[config.mk]
export PLATFORM = sky130hd
export DESIGN_NAME = superio_config_port_core_flat
export DESIGN_NICKNAME = d
export VERILOG_FILES = /design/src/hdl/sicp_pkg.sv /design/src/hdl/sicp_req_if.sv /design/src/hdl/sicp_rsp_if.sv /design/src/hdl/sicp_regfile.sv /design/src/hdl/sicp_decode.sv /design/src/hdl/superio_config_port_core.sv /design/src/flat_wrapper.sv
export SDC_FILE = /design/constraint.sdc
export NUM_CORES = 1
export LEC_CHECK = 0
export ABC_AREA = 1
export BUFFER_PORTS_ARGS = -buffer_cell sky130_fd_sc_hd__buf_2
export CAP_MARGIN = 20
export CORE_MARGIN = 5
export CORE_UTILIZATION = 50
export CTS_BUF_LIST = sky130_fd_sc_hd__clkbuf_16
export DETAILED_ROUTE_END_ITERATION = 6
export PLACE_DENSITY = 0.69
export SETUP_SLACK_MARGIN = 0.2
export SYNTH_ARGS = -nofsm -noshare
export SYNTH_HDL_FRONTEND = slang
export SYNTH_SLANG_ARGS = --single-unit
[constraint.sdc]
create_clock -name clk -period 3.3 [get_ports clk]
set_input_delay 0.66 -clock clk [delete_from_list [all_inputs] [get_ports clk]]
set_output_delay 0.66 -clock clk [all_outputs]
set_load 0.02 [all_outputs]
[src/hdl/sicp_pkg.sv]
package sicp_pkg;

    localparam int NUM_REGS_DEFAULT = 22;
    localparam int INDEX_W          = 5;

    localparam logic CMD_READ  = 1'b0;
    localparam logic CMD_WRITE = 1'b1;

    localparam logic [1:0] OFF_KEY   = 2'd0;
    localparam logic [1:0] OFF_INDEX = 2'd1;
    localparam logic [1:0] OFF_DATA  = 2'd2;

    localparam logic [4:0] REG_FDC    = 5'h00;
    localparam logic [4:0] REG_PORTS  = 5'h01;
    localparam logic [4:0] REG_SERSEL = 5'h03;
    localparam logic [4:0] REG_DIS    = 5'h04;
    localparam logic [4:0] REG_FDCDIS = 5'h06;
    localparam logic [4:0] REG_DTYPE  = 5'h07;
    localparam logic [4:0] REG_STRAP  = 5'h09;
    localparam logic [4:0] REG_KEYSEL = 5'h0C;

    localparam logic [7:0] KEY_BASE    = 8'h88;
    localparam logic [7:0] INDEX_MAX   = 8'h15;
    localparam logic [7:0] REG6_MASK   = 8'hF3;
    localparam logic [7:0] READ_IDLE   = 8'hFF;

    localparam logic [9:0] COM_3F8 = 10'h3F8;
    localparam logic [9:0] COM_2F8 = 10'h2F8;
    localparam logic [9:0] COM_3E8 = 10'h3E8;
    localparam logic [9:0] COM_2E8 = 10'h2E8;
    localparam logic [9:0] LPT_3BC = 10'h3BC;
    localparam logic [9:0] LPT_278 = 10'h278;
    localparam logic [9:0] LPT_378 = 10'h378;
    localparam logic [9:0] FDC_3F0 = 10'h3F0;
    localparam logic [9:0] FDC_370 = 10'h370;
    localparam logic [8:0] IDE_1F0 = 9'h1F0;
    localparam logic [8:0] IDE_170 = 9'h170;

    localparam int CFG_HAS_DISK = 0;
    localparam int CFG_REG9     = 1;

    // register values that feed the resource decode, post-update
    typedef struct packed {
        logic [7:0] r0;
        logic [7:0] r1;
        logic [7:0] r3;
        logic [7:0] r4;
        logic [7:0] r6;
    } sicp_view_t;

    typedef struct packed {
        logic [9:0] com_a_base;
        logic [2:0] com_a_irq;
        logic [9:0] com_b_base;
        logic [2:0] com_b_irq;
        logic [9:0] printer_base;
        logic [9:0] floppy_base;
        logic [8:0] disk_base;
        logic       drive_swap;
    } sicp_decode_t;

    typedef struct packed {
        logic       we;
        logic [7:0] reg9;
    } sicp_cfg_t;

    function automatic logic [7:0] reset_value(input int idx);
        logic [7:0] v;
        v = 8'h00;
        unique case (idx)
            0:       v = 8'h50;
            1:       v = 8'h2C;
            3:       v = 8'h30;
            7:       v = 8'hF5;
            10:      v = 8'h1F;
            12:      v = 8'h2C;
            13:      v = 8'hA3;
            default: v = 8'h00;
        endcase
        return v;
    endfunction

endpackage

[src/hdl/sicp_req_if.sv]
interface sicp_req_if;
    logic       valid;
    logic       ready;
    logic       cmd;
    logic [1:0] port_offset;
    logic [7:0] write_data;

    modport source (output valid, output cmd, output port_offset, output write_data,
                    input ready);
    modport sink   (input valid, input cmd, input port_offset, input write_data,
                    output ready);
endinterface

[src/hdl/sicp_rsp_if.sv]
interface sicp_rsp_if;
    logic       valid;
    logic       ready;
    logic [7:0] read_data;
    logic [9:0] com_a_base;
    logic [2:0] com_a_irq;
    logic [9:0] com_b_base;
    logic [2:0] com_b_irq;
    logic [9:0] printer_base;
    logic [9:0] floppy_base;
    logic [8:0] disk_base;
    logic       drive_swap;
    logic       unlocked;
    logic       writes_frozen;

    modport source (output valid, output read_data, output com_a_base, output com_a_irq,
                    output com_b_base, output com_b_irq, output printer_base,
                    output floppy_base, output disk_base, output drive_swap,
                    output unlocked, output writes_frozen, input ready);
    modport sink   (input valid, input read_data, input com_a_base, input com_a_irq,
                    input com_b_base, input com_b_irq, input printer_base,
                    input floppy_base, input disk_base, input drive_swap,
                    input unlocked, input writes_frozen, output ready);
endinterface

[src/hdl/sicp_regfile.sv]
module sicp_regfile #(
    parameter int NUM_REGS = sicp_pkg::NUM_REGS_DEFAULT
) (
    input  logic                 clk,
    input  logic                 rst_n,
    input  logic                 accept,
    input  logic                 cmd,
    input  logic [1:0]           port_offset,
    input  logic [7:0]           write_data,
    input  sicp_pkg::sicp_cfg_t  cfg,
    output logic [7:0]           read_data,
    output sicp_pkg::sicp_view_t view_next,
    output logic                 unlock_next,
    output logic                 freeze_next
);

    localparam int IDX_W = $clog2(NUM_REGS);

    logic [7:0]                      regs_reg [NUM_REGS];
    logic [7:0]                      regs_next [NUM_REGS];
    logic [sicp_pkg::INDEX_W-1:0]    index_reg;
    logic [sicp_pkg::INDEX_W-1:0]    index_next;
    logic                            unlock_reg;
    logic                            freeze_reg;

    logic                            index_ok;
    logic [7:0]                      cur_val;
    logic [7:0]                      wr_val;
    logic [7:0]                      key;

    assign index_ok = (6'(index_reg) < 6'(NUM_REGS));
    assign cur_val  = index_ok ? regs_reg[index_reg[IDX_W-1:0]] : 8'h00;
    assign key      = sicp_pkg::KEY_BASE
                      | {7'b0, regs_reg[sicp_pkg::REG_KEYSEL[IDX_W-1:0]][5]};
    assign wr_val   = (index_reg == sicp_pkg::REG_FDCDIS)
                      ? (write_data & sicp_pkg::REG6_MASK) : write_data;

    // read path sees the state before the access
    always_comb
    begin
        read_data = sicp_pkg::READ_IDLE;
        if (cmd == sicp_pkg::CMD_READ && unlock_reg)
        begin
            if (port_offset == sicp_pkg::OFF_INDEX)
                read_data = {3'b0, index_reg};
            else if (port_offset == sicp_pkg::OFF_DATA)
            begin
                if (index_reg == sicp_pkg::REG_DTYPE)
                    read_data = {4'b0, cur_val[3:0]};
                else if (!freeze_reg)
                    read_data = cur_val;
            end
        end
    end

    always_comb
    begin
        regs_next   = regs_reg;
        index_next  = index_reg;
        unlock_next = unlock_reg;
        freeze_next = freeze_reg;
        if (accept && cmd == sicp_pkg::CMD_WRITE)
        begin
            if (port_offset == sicp_pkg::OFF_KEY)
                unlock_next = (write_data == key);
            else if (port_offset == sicp_pkg::OFF_INDEX)
            begin
                if (write_data <= sicp_pkg::INDEX_MAX)
                    index_next = write_data[sicp_pkg::INDEX_W-1:0];
            end
            else if (port_offset == sicp_pkg::OFF_DATA && unlock_reg && !freeze_reg
                     && index_ok)
            begin
                regs_next[index_reg[IDX_W-1:0]] = wr_val;
                if (index_reg == sicp_pkg::REG_STRAP && (cur_val[6] ^ wr_val[6]))
                    freeze_next = wr_val[6];
            end
        end
        if (cfg.we)
            regs_next[sicp_pkg::REG_STRAP[IDX_W-1:0]] = cfg.reg9;
    end

    assign view_next.r0 = regs_next[sicp_pkg::REG_FDC[IDX_W-1:0]];
    assign view_next.r1 = regs_next[sicp_pkg::REG_PORTS[IDX_W-1:0]];
    assign view_next.r3 = regs_next[sicp_pkg::REG_SERSEL[IDX_W-1:0]];
    assign view_next.r4 = regs_next[sicp_pkg::REG_DIS[IDX_W-1:0]];
    assign view_next.r6 = regs_next[sicp_pkg::REG_FDCDIS[IDX_W-1:0]];

    always_ff @(posedge clk or negedge rst_n)
    begin
        if (!rst_n)
        begin
            for (int i = 0; i < NUM_REGS; i++)
                regs_reg[i] <= sicp_pkg::reset_value(i);
            index_reg  <= '0;
            unlock_reg <= 1'b0;
            freeze_reg <= 1'b0;
        end
        else
        begin
            regs_reg   <= regs_next;
            index_reg  <= index_next;
            unlock_reg <= unlock_next;
            freeze_reg <= freeze_next;
        end
    end

endmodule

[src/hdl/sicp_decode.sv]
module sicp_decode (
    input  sicp_pkg::sicp_view_t   view,
    input  logic                   has_disk_port,
    output sicp_pkg::sicp_decode_t dec
);

    // serial port: select bit, two-bit code, disable
    function automatic logic [12:0] serial(input logic u, input logic s0, input logic s1,
                                           input logic s2, input logic dis);
        logic [9:0] a;
        logic [2:0] q;
        a = 10'd0;
        q = 3'd0;
        if (s2)
        begin
            a = u ? sicp_pkg::COM_3F8 : sicp_pkg::COM_2F8;
            q = u ? 3'd4 : 3'd3;
        end
        else
        begin
            unique case ({s1, s0})
                2'b00:
                begin
                    a = u ? sicp_pkg::COM_3E8 : sicp_pkg::COM_2E8;
                    q = u ? 3'd4 : 3'd3;
                end
                2'b01:
                begin
                    a = u ? sicp_pkg::COM_2E8 : sicp_pkg::COM_3E8;
                    q = u ? 3'd3 : 3'd4;
                end
                2'b10:
                begin
                    a = u ? sicp_pkg::COM_2F8 : sicp_pkg::COM_3F8;
                    q = u ? 3'd3 : 3'd4;
                end
                default:
                begin
                    a = 10'd0;
                    q = 3'd0;
                end
            endcase
        end
        if (dis)
        begin
            a = 10'd0;
            q = 3'd0;
        end
        return {a, q};
    endfunction

    always_comb
    begin
        {dec.com_a_base, dec.com_a_irq} =
            serial(1'b0, view.r1[0], view.r1[2], view.r3[3], view.r4[5]);
        {dec.com_b_base, dec.com_b_irq} =
            serial(1'b1, view.r1[1], view.r1[3], view.r3[2], view.r4[4]);

        unique case (view.r1[5:4])
            2'd0:    dec.printer_base = sicp_pkg::LPT_3BC;
            2'd1:    dec.printer_base = sicp_pkg::LPT_278;
            2'd2:    dec.printer_base = sicp_pkg::LPT_378;
            default: dec.printer_base = 10'd0;
        endcase
        if (view.r4[7])
            dec.printer_base = 10'd0;

        if (!view.r0[5] && !view.r6[3])
            dec.floppy_base = view.r0[4] ? sicp_pkg::FDC_3F0 : sicp_pkg::FDC_370;
        else
            dec.floppy_base = 10'd0;

        if (has_disk_port && view.r0[7])
            dec.disk_base = view.r0[6] ? sicp_pkg::IDE_1F0 : sicp_pkg::IDE_170;
        else
            dec.disk_base = 9'd0;

        dec.drive_swap = view.r1[7];
    end

endmodule

[src/hdl/superio_config_port_core.sv]
// Super I/O configuration port core.
//
// req carries one bus access per request (cmd, port_offset, write_data):
// offset 0 takes the unlock key, 1 the register index, 2 the register data.
// rsp returns one result per request: the read byte plus the serial,
// printer, floppy and disk resources decoded from the register file as it
// stands after the access, and the unlock / freeze status.
//
// Latency: the result is registered and valid the cycle after the request
// is taken. Throughput: one request per cycle; the register file update and
// the decode are a single combinational pass into the result register.
// req.ready is high whenever the result register is empty or being drained,
// so a stalled receiver holds the result and blocks only the next request.
//
// Reset (rst_n, async low) loads the register file strap defaults, clears
// index, unlock and freeze, and empties the result register.
// cfg_write_en/cfg_index/cfg_data write has_disk_port (0) or the register 9
// strap (1); the strap write also loads register 9. Write only when idle.
module superio_config_port_core #(
    parameter int NUM_REGS = sicp_pkg::NUM_REGS_DEFAULT
) (
    input  logic       clk,
    input  logic       rst_n,
    sicp_req_if.sink   req,
    sicp_rsp_if.source rsp,
    input  logic       cfg_write_en,
    input  logic       cfg_index,
    input  logic [7:0] cfg_data
);

    logic                   accept;
    logic                   has_disk_reg;
    sicp_pkg::sicp_cfg_t    cfg;
    logic [7:0]             rdata;
    sicp_pkg::sicp_view_t   view_next;
    logic                   unlock_next;
    logic                   freeze_next;
    sicp_pkg::sicp_decode_t dec;

    // result register
    logic                   rsp_valid_reg;
    logic [7:0]             read_data_reg;
    sicp_pkg::sicp_decode_t dec_reg;
    logic                   unlocked_reg;
    logic                   frozen_reg;

    assign req.ready = !rsp_valid_reg || rsp.ready;
    assign accept    = req.valid && req.ready;

    assign cfg.we   = cfg_write_en && (cfg_index == 1'(sicp_pkg::CFG_REG9));
    assign cfg.reg9 = cfg_data;

    always_ff @(posedge clk or negedge rst_n)
    begin
        if (!rst_n)
            has_disk_reg <= 1'b0;
        else if (cfg_write_en && cfg_index == 1'(sicp_pkg::CFG_HAS_DISK))
            has_disk_reg <= cfg_data[0];
    end

    sicp_regfile #(
        .NUM_REGS (NUM_REGS)
    ) u_regfile (
        .clk         (clk),
        .rst_n       (rst_n),
        .accept      (accept),
        .cmd         (req.cmd),
        .port_offset (req.port_offset),
        .write_data  (req.write_data),
        .cfg         (cfg),
        .read_data   (rdata),
        .view_next   (view_next),
        .unlock_next (unlock_next),
        .freeze_next (freeze_next)
    );

    // decode of the post-access register view
    sicp_decode u_decode (
        .view          (view_next),
        .has_disk_port (has_disk_reg),
        .dec           (dec)
    );

    always_ff @(posedge clk or negedge rst_n)
    begin
        if (!rst_n)
            rsp_valid_reg <= 1'b0;
        else if (accept)
            rsp_valid_reg <= 1'b1;
        else if (rsp.ready)
            rsp_valid_reg <= 1'b0;
    end

    // payload, no reset
    always_ff @(posedge clk)
    begin
        if (accept)
        begin
            read_data_reg <= rdata;
            dec_reg       <= dec;
            unlocked_reg  <= unlock_next;
            frozen_reg    <= freeze_next;
        end
    end

    assign rsp.valid         = rsp_valid_reg;
    assign rsp.read_data     = read_data_reg;
    assign rsp.com_a_base    = dec_reg.com_a_base;
    assign rsp.com_a_irq     = dec_reg.com_a_irq;
    assign rsp.com_b_base    = dec_reg.com_b_base;
    assign rsp.com_b_irq     = dec_reg.com_b_irq;
    assign rsp.printer_base  = dec_reg.printer_base;
    assign rsp.floppy_base   = dec_reg.floppy_base;
    assign rsp.disk_base     = dec_reg.disk_base;
    assign rsp.drive_swap    = dec_reg.drive_swap;
    assign rsp.unlocked      = unlocked_reg;
    assign rsp.writes_frozen = frozen_reg;

endmodule

[src/flat_wrapper.sv]
// flat-port wrapper written by rule: the top's interface ports become plain ports
module superio_config_port_core_flat 
#(
    parameter int NUM_REGS = sicp_pkg::NUM_REGS_DEFAULT
)
  (clk, rst_n, cfg_write_en, cfg_index, cfg_data, req_valid, req_cmd, req_port_offset, req_write_data, req_ready, rsp_valid, rsp_read_data, rsp_com_a_base, rsp_com_a_irq, rsp_com_b_base, rsp_com_b_irq, rsp_printer_base, rsp_floppy_base, rsp_disk_base, rsp_drive_swap, rsp_unlocked, rsp_writes_frozen, rsp_ready);
  sicp_req_if req_i ();
  sicp_rsp_if rsp_i ();
  input  logic clk;
  input  logic rst_n;
  input  logic cfg_write_en;
  input  logic cfg_index;
  input  logic [7:0] cfg_data;
  input wire logic [$bits(req_i.valid)-1:0] req_valid;
  input wire logic [$bits(req_i.cmd)-1:0] req_cmd;
  input wire logic [$bits(req_i.port_offset)-1:0] req_port_offset;
  input wire logic [$bits(req_i.write_data)-1:0] req_write_data;
  output wire logic [$bits(req_i.ready)-1:0] req_ready;
  output wire logic [$bits(rsp_i.valid)-1:0] rsp_valid;
  output wire logic [$bits(rsp_i.read_data)-1:0] rsp_read_data;
  output wire logic [$bits(rsp_i.com_a_base)-1:0] rsp_com_a_base;
  output wire logic [$bits(rsp_i.com_a_irq)-1:0] rsp_com_a_irq;
  output wire logic [$bits(rsp_i.com_b_base)-1:0] rsp_com_b_base;
  output wire logic [$bits(rsp_i.com_b_irq)-1:0] rsp_com_b_irq;
  output wire logic [$bits(rsp_i.printer_base)-1:0] rsp_printer_base;
  output wire logic [$bits(rsp_i.floppy_base)-1:0] rsp_floppy_base;
  output wire logic [$bits(rsp_i.disk_base)-1:0] rsp_disk_base;
  output wire logic [$bits(rsp_i.drive_swap)-1:0] rsp_drive_swap;
  output wire logic [$bits(rsp_i.unlocked)-1:0] rsp_unlocked;
  output wire logic [$bits(rsp_i.writes_frozen)-1:0] rsp_writes_frozen;
  input wire logic [$bits(rsp_i.ready)-1:0] rsp_ready;
  assign req_i.valid = req_valid;
  assign req_i.cmd = req_cmd;
  assign req_i.port_offset = req_port_offset;
  assign req_i.write_data = req_write_data;
  assign req_ready = req_i.ready;
  assign rsp_valid = rsp_i.valid;
  assign rsp_read_data = rsp_i.read_data;
  assign rsp_com_a_base = rsp_i.com_a_base;
  assign rsp_com_a_irq = rsp_i.com_a_irq;
  assign rsp_com_b_base = rsp_i.com_b_base;
  assign rsp_com_b_irq = rsp_i.com_b_irq;
  assign rsp_printer_base = rsp_i.printer_base;
  assign rsp_floppy_base = rsp_i.floppy_base;
  assign rsp_disk_base = rsp_i.disk_base;
  assign rsp_drive_swap = rsp_i.drive_swap;
  assign rsp_unlocked = rsp_i.unlocked;
  assign rsp_writes_frozen = rsp_i.writes_frozen;
  assign rsp_i.ready = rsp_ready;
  superio_config_port_core #(.NUM_REGS(NUM_REGS)) u_core (.clk(clk), .rst_n(rst_n), .req(req_i), .rsp(rsp_i), .cfg_write_en(cfg_write_en), .cfg_index(cfg_index), .cfg_data(cfg_data));
endmodule
==> results_dict.tcl <==
set metrics [dict create \
    setup_viol_count_final 0 \
    fin_skew_ns 0.01320 \
    htree_levels 1 \
    rsz0062_at_grt "no" \
    cts_resized 0 \
    grt.total_usage_pct 22.73 \
    max-vdd-ir-drop_mv 0.2773 \
    core_area_um2 20040 \
    wl_per_cell_um 16.74 \
    cts.sinks 212 \
    p_seq_share_pct 49.3 \
    dp_hpwl_mm 17.46 \
    worstReg2RegStart "u_core.u_regfile.index_reg[0]$_DFFE_PN0P_" \
    pin_count 93 \
    cts.clk_slew.worst_paths_ns 0.06 \
    dr.first_iter.drc_count 787 \
    antenna_found_initial 0 \
    cp-end-kind "flip-flop" \
    p_comb_share_pct 8.5 \
    overflow 0 \
    clk-insertion-delay-late_ns 0.51 \
    path_class "reg -> reg" \
    layout.nets 1321 \
    internal_power_mw 4.127 \
    startpoint "u_core.u_regfile.index_reg[0]$_DFFE_PN0P_" \
    cp_max_fo 39 \
    fin_crit_ns 2.777 \
    routabilityCongestion 0.8992 \
    clockBufferDepth 3 \
    crit_arrival_ns 3.02 \
    largest_register_ffs 175 \
    clock.fmax_ghz 0.3602 \
    worstRegToRegCells 11 \
    slew_headroom_pct 38.99 \
    row_count 52 \
    leakage_nw 5.321 \
    status "finished clean" \
    postCtsSetupRepairBufs 0 \
    setup_tns_ns 0 \
    grt_pass1_wl_mm 42.91 \
    nFillCells 1864 \
    cts_hold_buf 0 \
    finalCritPeriodShare_pct 84.14 \
    via_count 8308 \
    grt_max_degree 86 \
    vias_per_cell 5.278 \
    hp-class "in -> async" \
    initial_utilization_pct 50.33 \
    synth_area_per_cell_um2 8.088 \
    netlist-cell-type-count 39 \
    cts_root_buf "clkbuf_16" \
    drive_gt1_share_pct 13.73 \
    portBuffers 76 \
    yosysWarningCount 0 \
    diodes 0 \
    maxCapViolCount 0 \
    fp.dieW_um 152.0 \
    dr.pass1.iters 5 \
    area_growth_pct 11.26 \
    finalHoldViolations 0 \
    p_total_mw 5.516 \
    die_area_um2 23110 \
    switching_share_pct 25.19 \
    r2r-end "u_core.rsp.printer_base[8]$_SDFFCE_PP0P_" \
    syn_inst 1247 \
    cts_made_buffers 22 \
    clkPwrFrac_pct 42.3 \
    switchingPower_mw 1.390 \
    synth-edff-count 27 \
    reg2reg_setup_slack_ns 0.52 \
    synth_ff_type "dfrtp_1" \
    ant_nets 0 \
    place_area_um2 10550 \
    grt_pass1_vias 7808 \
    routed_wl_mm 26.35 \
    drc 0 \
    syn_area_um2 10090 \
    slew_violations 0 \
    synth_seq_cells 212 \
    crit_path_start_kind "flip-flop" \
    fin_area_um2 11220 \
    cts_tree "built" \
    power.density_nw_per_um2 491.6 \
    hold_ws_ns 0.1988 \
    cp.required_ns 3.54 \
    die_y_um 152.0 \
    ys_async_sr_fraction_pct 87.26 \
    crit_path_end "u_core.rsp.printer_base[8]$_SDFFCE_PP0P_" \
    utilization_pct 56.00 \
    worstMarginPinSlew_ns 0.9102 \
    seq_area_frac_synth_pct 54.25 \
]
-- cell usage in the layout (no fill, tap or decap), types with 5 or more instances in the layout --
cell       instances
nand2_1          569
o21ai_0          167
dfrtp_1          160
buf_2             75
inv_1             66
buf_4             27
edfxtp_1          27
dfstp_2           25
nor2_1            23
clkbuf_16         23
nand3_1           18
nand4_1           18
conb_1            16
o211ai_1          12
o21ai_1            8
a22oi_1            8
ha_1               8
clkinv_1           7
nor2_2             6
a21oi_1            5
-- cell families after synthesis --
| family | after synthesis | share of synthesized area [%] |
|---|---|---|
| adder cells (fa/ha/maj) | 8 | 0.9925 |
| flip-flops | 212 | 54.25 |
| other | 1 | 0.03718 |
| XOR/XNOR | 1 | 0.08685 |
| buffers and inverters | 167 | 8.039 |
| AND/OR/NAND/NOR | 648 | 25.43 |
| AO/OA/AOI/OAI | 210 | 11.17 |
-- synthesized netlist by cell type, types with 3 or more instances --
cell        n  area share, %
a21boi_0    4           0.30
a21oi_1     6           0.30
a22oi_1     8           0.60
buf_2      21            1.0
buf_4      40            3.0
clkbuf_1   40            1.5
dfrtp_1   160             40
dfstp_2    25            6.5
edfxtp_1   27            8.0
ha_1        8           0.99
inv_1      60            2.2
inv_2       3           0.11
nand2_1   569             21
nand2_2     4           0.25
nand3_1    18           0.89
nand4_1    18            1.1
nor2_1     26           0.97
nor2_2      3           0.19
nor3_1      3           0.15
o211ai_1   12           0.89
o21ai_0   168            8.3
o21ai_1     7           0.35
-- per-layer routing --
layer  global-route usage (%)  vias up  routed length (µm)
li1                         -     4014                   -
met1                    33.64     3898               11930
met2                    34.84      348               11720
met3                    3.726       48                2049
met4                    6.550        0                 651
met5                        0        -                   0
-- power groups by stage --
stage / Sequential, mW / Clock, mW / Combinational (mW)
finish: 2.72 / 2.33 / 0.467
global route: 2.72 / 2.48 / 0.512
CTS: 2.72 / 2.36 / 0.468
detailed placement: 2.76 / 0 / 0.467
global placement: 2.76 / 0 / 0.465
floorplan: 2.77 / 0 / 0.272
-- through the flow --
stage	std cells	setup slack, ns
after floorplan	1262	0.2257
after global placement	1534	0.3362
after detailed placement	1534	0.2626
after CTS	1574	0.4843
after global routing	1574	0.2428
final	1574	0.5234
-- critical path, cell delays in order, from the launching register on --
cell	delay, ns
dfrtp_1	0.36
buf_4	0.44
inv_2	0.08
nor2_2	0.11
inv_1	0.07
nor2_1	0.18
nand2_1	0.32
o21ai_0	0.45
ha_1	0.22
inv_1	0.04
o211ai_1	0.16
nor2_1	0.08
-- how the worst min path moves through the flow --
| stage | to | slack (ns) |
|---|---|---|
| after CTS | u_core.u_regfile.regs_reg[79]$_DFFE_PN0P_ | 0.25 |
| after global placement | u_core.u_regfile.regs_reg[122]$_DFFE_PN0P_ | 0.45 |
| after floorplan | u_core.has_disk_reg$_DFFE_PN0P_ | 0.36 |
| after global routing | u_core.u_regfile.regs_reg[70]$_DFFE_PN0P_ | 0.28 |
| after detailed placement | u_core.u_regfile.regs_reg[122]$_DFFE_PN0P_ | 0.46 |
| final | u_core.u_regfile.regs_reg[60]$_DFFE_PN0P_ | 0.20 |
-- final cells by class --
| type | instances | area, µm² | share of cell area, % |
|---|---|---|---|
| well taps | 270 | 337.8 | 3.010 |
| clock buffers | 23 | 575.6 | 5.129 |
| clock inverters | 17 | 96.34 | 0.8585 |
| repair buffers | 105 | 629.4 | 5.608 |
| inverters | 64 | 240.2 | 2.141 |
| flip-flops and latches | 212 | 5472 | 48.76 |
| multi-input cells | 883 | 3871 | 34.50 |
(Power assumes the default switching activity.)
